## config.mk

```make
export PLATFORM = sky130hd
export DESIGN_NAME = gfba_ctrl
export DESIGN_NICKNAME = d
export VERILOG_FILES = /design/src/rtl/core/gfba_pkg.sv /design/src/rtl/core/gfba_ctrl.sv
export SDC_FILE = /design/constraint.sdc
export NUM_CORES = 1
export LEC_CHECK = 0
export ABC_AREA = 1
export BUFFER_PORTS_ARGS = -buffer_cell sky130_fd_sc_hd__buf_4
export CORE_AREA = 2 2 39 41
export CTS_CLUSTER_DIAMETER = 150
export CTS_CLUSTER_SIZE = 40
export DETAILED_ROUTE_END_ITERATION = 12
export DIE_AREA = 0 0 41 43
export PLACE_DENSITY = 0.73
export REMOVE_ABC_BUFFERS = 1
export SLEW_MARGIN = 40
export SYNTH_ARGS = -nofsm -noshare
export SYNTH_HDL_FRONTEND = slang
export SYNTH_SLANG_ARGS = --single-unit
```

## constraint.sdc

```tcl
create_clock -name clk_i -period 3 [get_ports clk_i]
set_input_delay 0.45 -clock clk_i [delete_from_list [all_inputs] [get_ports clk_i]]
set_output_delay 0.45 -clock clk_i [all_outputs]
set_load 0.005 [all_outputs]
```

## src/rtl/core/gfba_pkg.sv

```systemverilog
// types, constants and command/status structs of the grouped free block allocator
`default_nettype none

package gfba_pkg;

  // geometry
  localparam int GROUP_SIZE = 16;
  localparam int NUM_BLOCKS = 1024;
  localparam int BLK_W      = $clog2(NUM_BLOCKS);
  localparam int IDX_W      = $clog2(GROUP_SIZE);
  localparam int DEP_W      = $clog2(GROUP_SIZE + 1);
  localparam int CNT_W      = 11;
  localparam int FUNC_W     = 2;
  localparam int SPILL_AW   = BLK_W + IDX_W;
  localparam int SPILL_WORDS = 2 ** SPILL_AW;

  localparam logic [CNT_W-1:0] COUNT_MAX = '1;

  typedef logic [BLK_W-1:0] blk_num_t;
  typedef logic [IDX_W-1:0] grp_idx_t;
  typedef logic [DEP_W-1:0] depth_t;
  typedef logic [CNT_W-1:0] count_t;

  // operation codes
  typedef enum logic [FUNC_W-1:0] {
    FN_FORMAT = 2'd0,
    FN_ALLOC  = 2'd1,
    FN_FREE   = 2'd2,
    FN_NOP    = 2'd3
  } func_e;

  // controller states
  typedef enum logic [2:0] {
    ST_IDLE,
    ST_EXEC,
    ST_FORMAT,
    ST_RELOAD,
    ST_RELOAD_END,
    ST_SPILL,
    ST_DONE
  } state_e;

  // controller to datapath
  typedef struct packed {
    logic take_in;
    logic sweep_clr;
    logic fmt_init;
    logic fmt_step;
    logic pop;
    logic fail;
    logic push;
    logic reload_start;
    logic reload_step;
    logic reload_end;
    logic spill_step;
    logic spill_end;
    logic out_load;
  } dp_cmd_t;

  // datapath to controller
  typedef struct packed {
    func_e func;
    logic  stack_low;
    logic  link_end;
    logic  stack_full;
    logic  freed_zero;
    logic  fmt_empty;
    logic  fmt_done;
    logic  sweep_end;
    logic  out_free;
  } dp_stat_t;

endpackage

`default_nettype wire

```

## src/rtl/core/gfba_ctrl.sv

```systemverilog
// controller: sequences each operation and the input handshake
`default_nettype none

module gfba_ctrl import gfba_pkg::*; (
  input  wire logic     clk_i,
  input  wire logic     rst_ni,
  input  wire logic     s_valid_i,
  output logic          s_ready_o,
  input  wire dp_stat_t stat_i,
  output dp_cmd_t       cmd_o
);

  state_e state_q;
  state_e state_d;

  // state register
  always_ff @(posedge clk_i or negedge rst_ni) begin
    if (!rst_ni) begin
      state_q <= ST_IDLE;
    end else begin
      state_q <= state_d;
    end
  end

  // next state and commands
  always_comb begin
    state_d   = state_q;
    cmd_o     = '0;
    s_ready_o = 1'b0;
    case (state_q)
      ST_IDLE: begin
        s_ready_o = 1'b1;
        if (s_valid_i) begin
          cmd_o.take_in = 1'b1;
          state_d       = ST_EXEC;
        end
      end
      ST_EXEC: begin
        cmd_o.sweep_clr = 1'b1;
        state_d         = ST_DONE;
        case (stat_i.func)
          FN_FORMAT: begin
            cmd_o.fmt_init = 1'b1;
            if (!stat_i.fmt_empty) begin
              state_d = ST_FORMAT;
            end
          end
          FN_ALLOC: begin
            if (!stat_i.stack_low) begin
              cmd_o.pop = 1'b1;
            end else if (stat_i.link_end) begin
              cmd_o.fail = 1'b1;
            end else begin
              cmd_o.reload_start = 1'b1;
              state_d            = ST_RELOAD;
            end
          end
          FN_FREE: begin
            if (stat_i.freed_zero) begin
              state_d = ST_DONE;
            end else if (stat_i.stack_full) begin
              state_d = ST_SPILL;
            end else begin
              cmd_o.push = 1'b1;
            end
          end
          default: begin
            state_d = ST_DONE;
          end
        endcase
      end
      ST_FORMAT: begin
        cmd_o.fmt_step = 1'b1;
        if (stat_i.fmt_done) begin
          state_d = ST_DONE;
        end
      end
      ST_RELOAD: begin
        cmd_o.reload_step = 1'b1;
        if (stat_i.sweep_end) begin
          state_d = ST_RELOAD_END;
        end
      end
      ST_RELOAD_END: begin
        cmd_o.reload_end = 1'b1;
        state_d          = ST_DONE;
      end
      ST_SPILL: begin
        cmd_o.spill_step = 1'b1;
        if (stat_i.sweep_end) begin
          cmd_o.spill_end = 1'b1;
          state_d         = ST_DONE;
        end
      end
      ST_DONE: begin
        // hand the result over, and take the next word in the same cycle
        if (stat_i.out_free) begin
          cmd_o.out_load = 1'b1;
          s_ready_o      = 1'b1;
          if (s_valid_i) begin
            cmd_o.take_in = 1'b1;
            state_d       = ST_EXEC;
          end else begin
            state_d = ST_IDLE;
          end
        end
      end
      default: begin
        state_d = ST_IDLE;
      end
    endcase
  end

endmodule

`default_nettype wire

```

==> results of run 1 <==
cells in the mapped netlist:
library cell,number
sky130_fd_sc_hd__o21ai_2,1
sky130_fd_sc_hd__nand2_2,2
sky130_fd_sc_hd__o21ai_0,1
sky130_fd_sc_hd__inv_1,16
sky130_fd_sc_hd__nor4_1,2
sky130_fd_sc_hd__nand2_1,21
sky130_fd_sc_hd__nor2_1,9
sky130_fd_sc_hd__nor2_4,2
sky130_fd_sc_hd__buf_4,2
sky130_fd_sc_hd__nor2_2,3
sky130_fd_sc_hd__nand3_1,14
sky130_fd_sc_hd__nor3_1,1
sky130_fd_sc_hd__nand4_1,2
sky130_fd_sc_hd__inv_2,2
sky130_fd_sc_hd__dfrtp_1,3
power breakdown:
group	switching, mW	total [mW]	internal [mW]
Combinational	0.188	0.336	0.148
Sequential	0.0501	0.112	0.0615
Clock	0.0194	0.0691	0.0497
worst reg2reg max path, stage by stage (launching register included):
cell                      delay (ps)
sky130_fd_sc_hd__dfrtp_1         550
sky130_fd_sc_hd__inv_1           130
sky130_fd_sc_hd__nand3_1         110
sky130_fd_sc_hd__nand2_1          60
sky130_fd_sc_hd__nor2_2          190
sky130_fd_sc_hd__nand2_1          70
sky130_fd_sc_hd__nand2_1          70
sky130_fd_sc_hd__nand2_1          50
per-layer routing:
metal,wire (microns),part of all wire (%)
met1,508,43
met2,632,53
met3,47,4.0
met4,0,0
met5,0,0
cells by family after synthesis:
| family | after synthesis |
|---|---|
| simple gates | 56 |
| buf+inv | 20 |
| flops | 3 |
| compound gates | 2 |
layout make-up:
type / count / area (sq um) / area share (%)
multi-input combinational: 58 / 280 / 41.6
timing repair buffer: 27 / 205 / 30.4
sequential: 3 / 75.1 / 11.1
clock buffer: 4 / 26.3 / 3.90
inverter: 18 / 67.6 / 10.0
tap: 16 / 20.0 / 2.97
through the flow:
stage | worst slack [ps] | total power, mW
2_1_floorplan | 1570 | 0.321
4_1_cts | 1130 | 0.522
5_1_grt | 949 | 0.589
3_5_place_dp | 1380 | 0.447
3_3_place_gp | 1400 | 0.438
6_report | 1140 | 0.516
final timing paths:
path                               to  startpoint  depth (start not counted)  slack, ps
setup / recovery             cmd_o[8]  state_q[2]                          4       1140
hold / removal             state_q[0]   stat_i[1]                          4        510
setup reg to reg           state_q[1]  state_q[2]                          7       1670
hold reg to reg            state_q[1]  state_q[1]                          2        620
max in group asynchronous  state_q[0]      rst_ni                          2       2340
min in group asynchronous  state_q[2]      rst_ni                          2        560
repair_timing:
action | in CTS | in global routing
resized for setup | 0 | 0
endpoints found under the hold margin | 3 | 0
hold buffers | 1 | 0
==> results.md, run 1 <==
Critical path:
- The type of element capturing the critical path is an output port.
- The stage delay of the slowest cell on the critical path is 490 ps.
- By startpoint and endpoint, the worst setup path is classified as reg -> out.
- The data arrival at the endpoint of the critical path is 1410 ps.
- Counting both buffers and inverters, the worst setup path holds a total of 1.
- The cell family contributing the most delay on the critical path is simple AND/OR/NAND/NOR gates.
- The required time reported for the critical path endpoint is 2550 ps.
- The maximum fanout along the worst path is 10.
- The master of the slowest instance on the critical path is sky130_fd_sc_hd__dfrtp_1.
- Walking the worst path, the cells encountered are nor2_2 -> nand2_1 -> nor4_1 -> buf_4.
- The kind of launch point of the worst setup path is a flop.

Final layout:
- The largest registers in the layout are state_q (3).
- The library cells used most frequently in the layout, excluding fill and tap cells, are sky130_fd_sc_hd__buf_4, sky130_fd_sc_hd__nand2_1, sky130_fd_sc_hd__inv_1.
- The library cell used most frequently in the layout, excluding fill and tap cells, is sky130_fd_sc_hd__buf_4.
- The post-route netlist has 35.5% of its cells at a drive strength greater than 1.
- The number of inserted filler cells in the final layout is 155.
- At the end of the flow, the number of nets in the layout was 124.
- The number of cells in the finished layout apart from fillers is 126.
- At the end of the flow the core is filled with cells to 48.7%.
- The final cell area excluding filler cells is 674 sq um.
- The register with the most flip-flops in the layout has 3 of them.
- The layout-stage area growth over the synthesis result is 54.0%.
- Counting flops per register, the top entry is state_q.
- The antenna diode count is 0.

Yosys:
- The mean post-synth cell area is 5.41 sq um.
- The multiplexer share of the synthesized area is 0%.
- The area fraction in and, or, nand and nor cells after synthesis is 60.9%.
- For this run, the number of Yosys warnings is 0.
- The cell type with the highest aggregate area in the netlist is sky130_fd_sc_hd__nand2_1.
- The top cell type's share of synthesized area is 18.0%.
- The register bit total from synthesis is 3.
- The adder and majority cell fraction of the synthesized area is 0%.
- The synthesized-area fraction occupied by xor and xnor cells is 0%.
- The netlist uses 15 different library cells.
- The compound-cell area share of the yosys netlist is 3.14%.
- After synthesis, the largest family of logic cells by area is simple AND/OR/NAND/NOR gates.
- The share of the Yosys chip area taken by registers is 17.1%.
- Ranked by total cell area, the synthesized netlist is headed by sky130_fd_sc_hd__nand2_1, sky130_fd_sc_hd__dfrtp_1, sky130_fd_sc_hd__nand3_1.
- The cell area that synthesis handed to floorplanning was 438 sq um.
- Synthesis produced 81 cells.

Drt:
- The first-pass detailed-route iteration total is 4.
- The first-iteration detailed-routing DRC count is 6.
- In the routed layout, each cell is associated on average with a via count of 4.48.
- In this run the remaining antenna-violating nets after routing total 0.
- The number of DRC violations after detailed routing is 0.
- The wire length per cell is 9.43 microns.
- Wires add up to 1190 microns.
- The detailed router placed 565 vias in this run.

STA:
- The final number of max-transition violations came to 0.
- Summed over all failing endpoints, the final setup total negative slack is 0 ps.
- The maximum frequency from static timing analysis is 0.537 GHz.
- The final hold slack is 512 ps.
- The routed design could run at a clock period as short as 1860 ps.
- The number of endpoints with negative hold slack in the final report is 0.
- At the pin with the least slew margin, the transition time is 362 ps.
- The total of endpoints with negative setup slack in the final report is 0.
- The max-slew headroom at the worst pin is 75.9%.
- The ratio of final minimum period to clock period is 62.1%.
- Setup repair after global routing left no endpoint under its margin.
- The worst clock skew is 0.583 ps.

Worst hold path:
- The path class of the tightest hold or removal check is in -> reg.

Clock tree:
- The root buffer cell is sky130_fd_sc_hd__clkbuf_4.
- The number of setup buffers added after CTS is 0.
- After clock tree synthesis, the clock-pin slew on the worst setup and hold paths is 40 ps.
- The TritonCTS sink count is 3.
- TritonCTS built the clock tree.
- In this run the number of H-tree levels came out at 1.
- The maximum clock insertion buffer count is 2.
- The clock latency on the worst-skew pair is 230 ps.
- TritonCTS created 3 clock buffers.

Global routing:
- The number of global-route vias before repair is 498.
- The layer with the highest usage is met2.
- The met2 capacity usage during global routing is 25.0%.
- Global routing consumed, on the met3 layer, 1.57% of the routing resources.
- Entering global routing, the biggest net connects 11 pins.
- The fraction of met1 tracks used by global routing is 22.7%.
- Global routing used 16.3% of the available tracks across all layers.
- The total congestion overflow after global routing is 0.
- The global-route wire length before repair is 2010 microns.
- The initial antenna violation count is 0.

Place:
- Once placement finished, the instance area stood at 638 sq um.
- The final weighted congestion in routability-driven placement is 0.757.
- In this run the tool buffered the top-level ports with 26 buffer cells.
- The number of cells after detailed placement is 121.
- Detailed placement finished with a half-perimeter wire length of 994 microns.

Floorplanning:
- In this run the core area contains 14 standard-cell rows.
- The floorplan step defined a die boundary enclosing 1760 sq um.
- The initial utilization of the core area, before any placement, comes to 31.6%.
- The die is 41 microns wide.
- The top-level port count is 27.
- The die height is 43 microns.
- The total area inside the core boundary comes to 1380 sq um.

Outcome:
- The flow ran to the end, and the final reports show no timing, DRC or antenna violations.

Power:
- The worst-case IR drop observed on VDD is 0.276 mV.
- The standby leakage power is 0.411 nW.
- The power density over cell area is 766 nW/um^2.

Run:
- The tool flagged a number of max-cap violations equal to 0.
(Power assumes the default switching activity.)
==> inputs of run 2 (changes only) <==
Clock period 3 ns to 1.8 ns, I/O delays scaled along.
==> results.md, run 2 (synthesis results as in run 1) <==
Final layout:
- In the final layout, the registers with the most flip-flops are state_q (3).
- The library cells used most frequently in the layout, excluding fill and tap cells, are sky130_fd_sc_hd__buf_4, sky130_fd_sc_hd__nand2_1, sky130_fd_sc_hd__inv_1.
- After the last flow step, the layout net total stands at 124.
- 0 antenna diodes ended up in the layout.
- The register with the most flip-flops in the layout has 3 of them.
- With fillers left out, the area of the finished cells amounts to 676 sq um.
- The layout-stage area growth over the synthesis result is 54.3%.
- More flip-flops sit in one register than any other, and that register is state_q.
- The share of final-layout standard cells stronger than drive strength 1 is 36.4%.
- The most common library cell in the layout ignoring fill and taps is sky130_fd_sc_hd__buf_4.
- The utilization of the core after routing is 48.8%.

Drt:
- Dividing the detail-routed via count by the number of cells gives 4.49.
- The number of nets with antenna violations after routing is 0.
- The number of DRC violations after detailed routing is 0.
- The wire length per cell is 9.44 microns.
- The total number of vias is 566.
- The detailed router finished its first iteration with 6 violations.
- The first-pass detailed-route iteration total is 4.
- The wire length reported by the detailed router is 1190 microns.

Clock tree:
- The clock passes through at most 2 buffers.
- The H-tree depth is 1.
- The tree is rooted in a sky130_fd_sc_hd__clkbuf_4.
- The clock reaches the later pin of the worst-skew pair after 230 ps.
- The clock-pin slew on the worst setup and hold paths is 40 ps.
- The TritonCTS sink count is 3.
- The TritonCTS clock tree is done.
- The CTS buffer count is 3.
- Buffers added to address setup during post-CTS repair amount to 0.

Run:
- Across the run, the number of max-cap violations was 0.

Power:
- The clock group share of total power is 13.4%.
- Across the VDD grid, the largest voltage drop is 0.460 mV.
- The proportion of power drawn by combinational gates is 64.8%.
- The switching power share of the total is 49.7%.
- The final total power is 864 uW.
- The cell-internal power is 435 uW.
- For this design the static power due to leakage is 0.410 nW.
- The net switching power is 429 uW.
- The power density over cell area is 1280 nW/um^2.
- The sequential group share of total power is 21.8%.

Critical path:
- The required time reported for the critical path endpoint is 1530 ps.
- Traced cell by cell, the critical path runs through nor2_2 -> nand2_1 -> nor4_1 -> buf_4.
- The master of the slowest instance on the critical path is sky130_fd_sc_hd__dfrtp_2.
- Data on the critical path arrives at its endpoint at 1360 ps.
- The stage delay of the slowest cell on the critical path is 480 ps.
- The worst setup path is captured at an output port.
- The maximum fanout along the worst path is 10.
- The kind of critical path is reg -> out.
- The kind of launch point of the worst setup path is a flop.

Global routing:
- The global-route wire length before repair is 2010 microns.
- The initial antenna violation count was 0.
- The number of global-route vias before repair is 498.
- The total congestion overflow after global routing is 0.
- The total track usage is 16.3%.
- The maximum number of pins on one net before global-route repair is 11.

STA:
- Summed over all failing endpoints, the final setup total negative slack is 0 ps.
- Of the available clock period, the critical path in the final layout requires 90.5%.
- The number of endpoints with negative hold slack in the final report came to 0.
- Setup violations remaining at the end of the flow were counted as 0.
- The worst clock skew is 0.720 ps.
- Headroom to the max-slew limit came out at 77.9%.
- Setup repair after global routing left no endpoint under its margin.
- The final number of max-transition violations is 0.
- The measured slew at the worst slew-check pin is 332 ps.
- The worst setup margin is 171 ps.
- Based on the critical path, the design can be clocked at up to 0.614 GHz.
- The clock period could shrink to 1630 ps.

Worst hold path:
- The path class of the tightest hold or removal check is in -> reg.

Floorplanning:
- The full die area is 1760 sq um.
- From bottom edge to top edge, the die measures 43 microns.
- The die width is 41 microns.
- After floorplanning, the core was sized to cover 1380 sq um.
- The initial utilization of the core area, before any placement, comes to 31.6%.
- The initialized floorplan defines 14 standard-cell rows.
- The top-level port count is 27.

Place:
- The half-perimeter wire length after placement is 994 microns.
- The area after detailed placement is 638 sq um.
- The port buffer count is 26.
- The final weighted congestion in routability-driven placement is 0.757.
- At the placement stage, the worst setup path has a slack of 363 ps.

Outcome:
- The run finished with clean final reports.
-- run 2: path summary, 6_finish.rpt --
path | to | slack [ps] | cells past startpoint | start
hold reg to reg | state_q[1] | 620 | 2 | state_q[1]
hold / removal | state_q[0] | 330 | 4 | stat_i[1]
min in group asynchronous | state_q[2] | 380 | 2 | rst_ni
setup / recovery | cmd_o[8] | 170 | 4 | state_q[2]
max in group asynchronous | state_q[2] | 1310 | 2 | rst_ni
setup reg to reg | state_q[1] | 510 | 7 | state_q[0]
-- run 2: stage by stage --
stage / hold WS [ps] / instances
after global placement: 60.8 / 121
after detailed placement: 62.1 / 121
after global routing: 360 / 126
after floorplan: -25.6 / 79
after CTS: 328 / 126
final: 333 / 126
-- run 2: metal layers --
metal | routed length, microns | vias to the layer above | GRT usage (%)
met3 | 47 | 0 | 1.57
met1 | 510 | 247 | 22.7
met5 | 0 | - | 0
li1 | - | 309 | -
met4 | 0 | 0 | 6.00
met2 | 631 | 10 | 25.0
-- run 2: worst max-delay path: cells and delay by family (launching register included) --
family	cells	cell delay (ps)
simple gates	3	490
flops	1	480
buf+inv	1	160
-- run 2: final cells by class --
class / instances / area (sq um)
clock buffers: 4 / 26.3
fillers: 155 / 708
inverters: 18 / 67.6
multi-input cells: 58 / 280
flip-flops and latches: 3 / 76.3
well taps: 16 / 20.0
repair buffers: 27 / 205
-- run 2: power groups by stage --
| stage | Sequential (mW) | Clock, mW | Combinational [mW] |
|---|---|---|---|
| final | 0.189 | 0.116 | 0.560 |
| after global routing | 0.201 | 0.128 | 0.658 |
| after CTS | 0.186 | 0.122 | 0.563 |
| after detailed placement | 0.187 | 0 | 0.559 |
| after global placement | 0.184 | 0 | 0.546 |
| after floorplan | 0.172 | 0 | 0.362 |
-- run 2: timing repair --
action	4_1_cts	5_1_grt
hold endpoints to repair	3	0
gates resized for setup	0	1
hold buffers	1	0
endpoints found under the setup margin	0	2
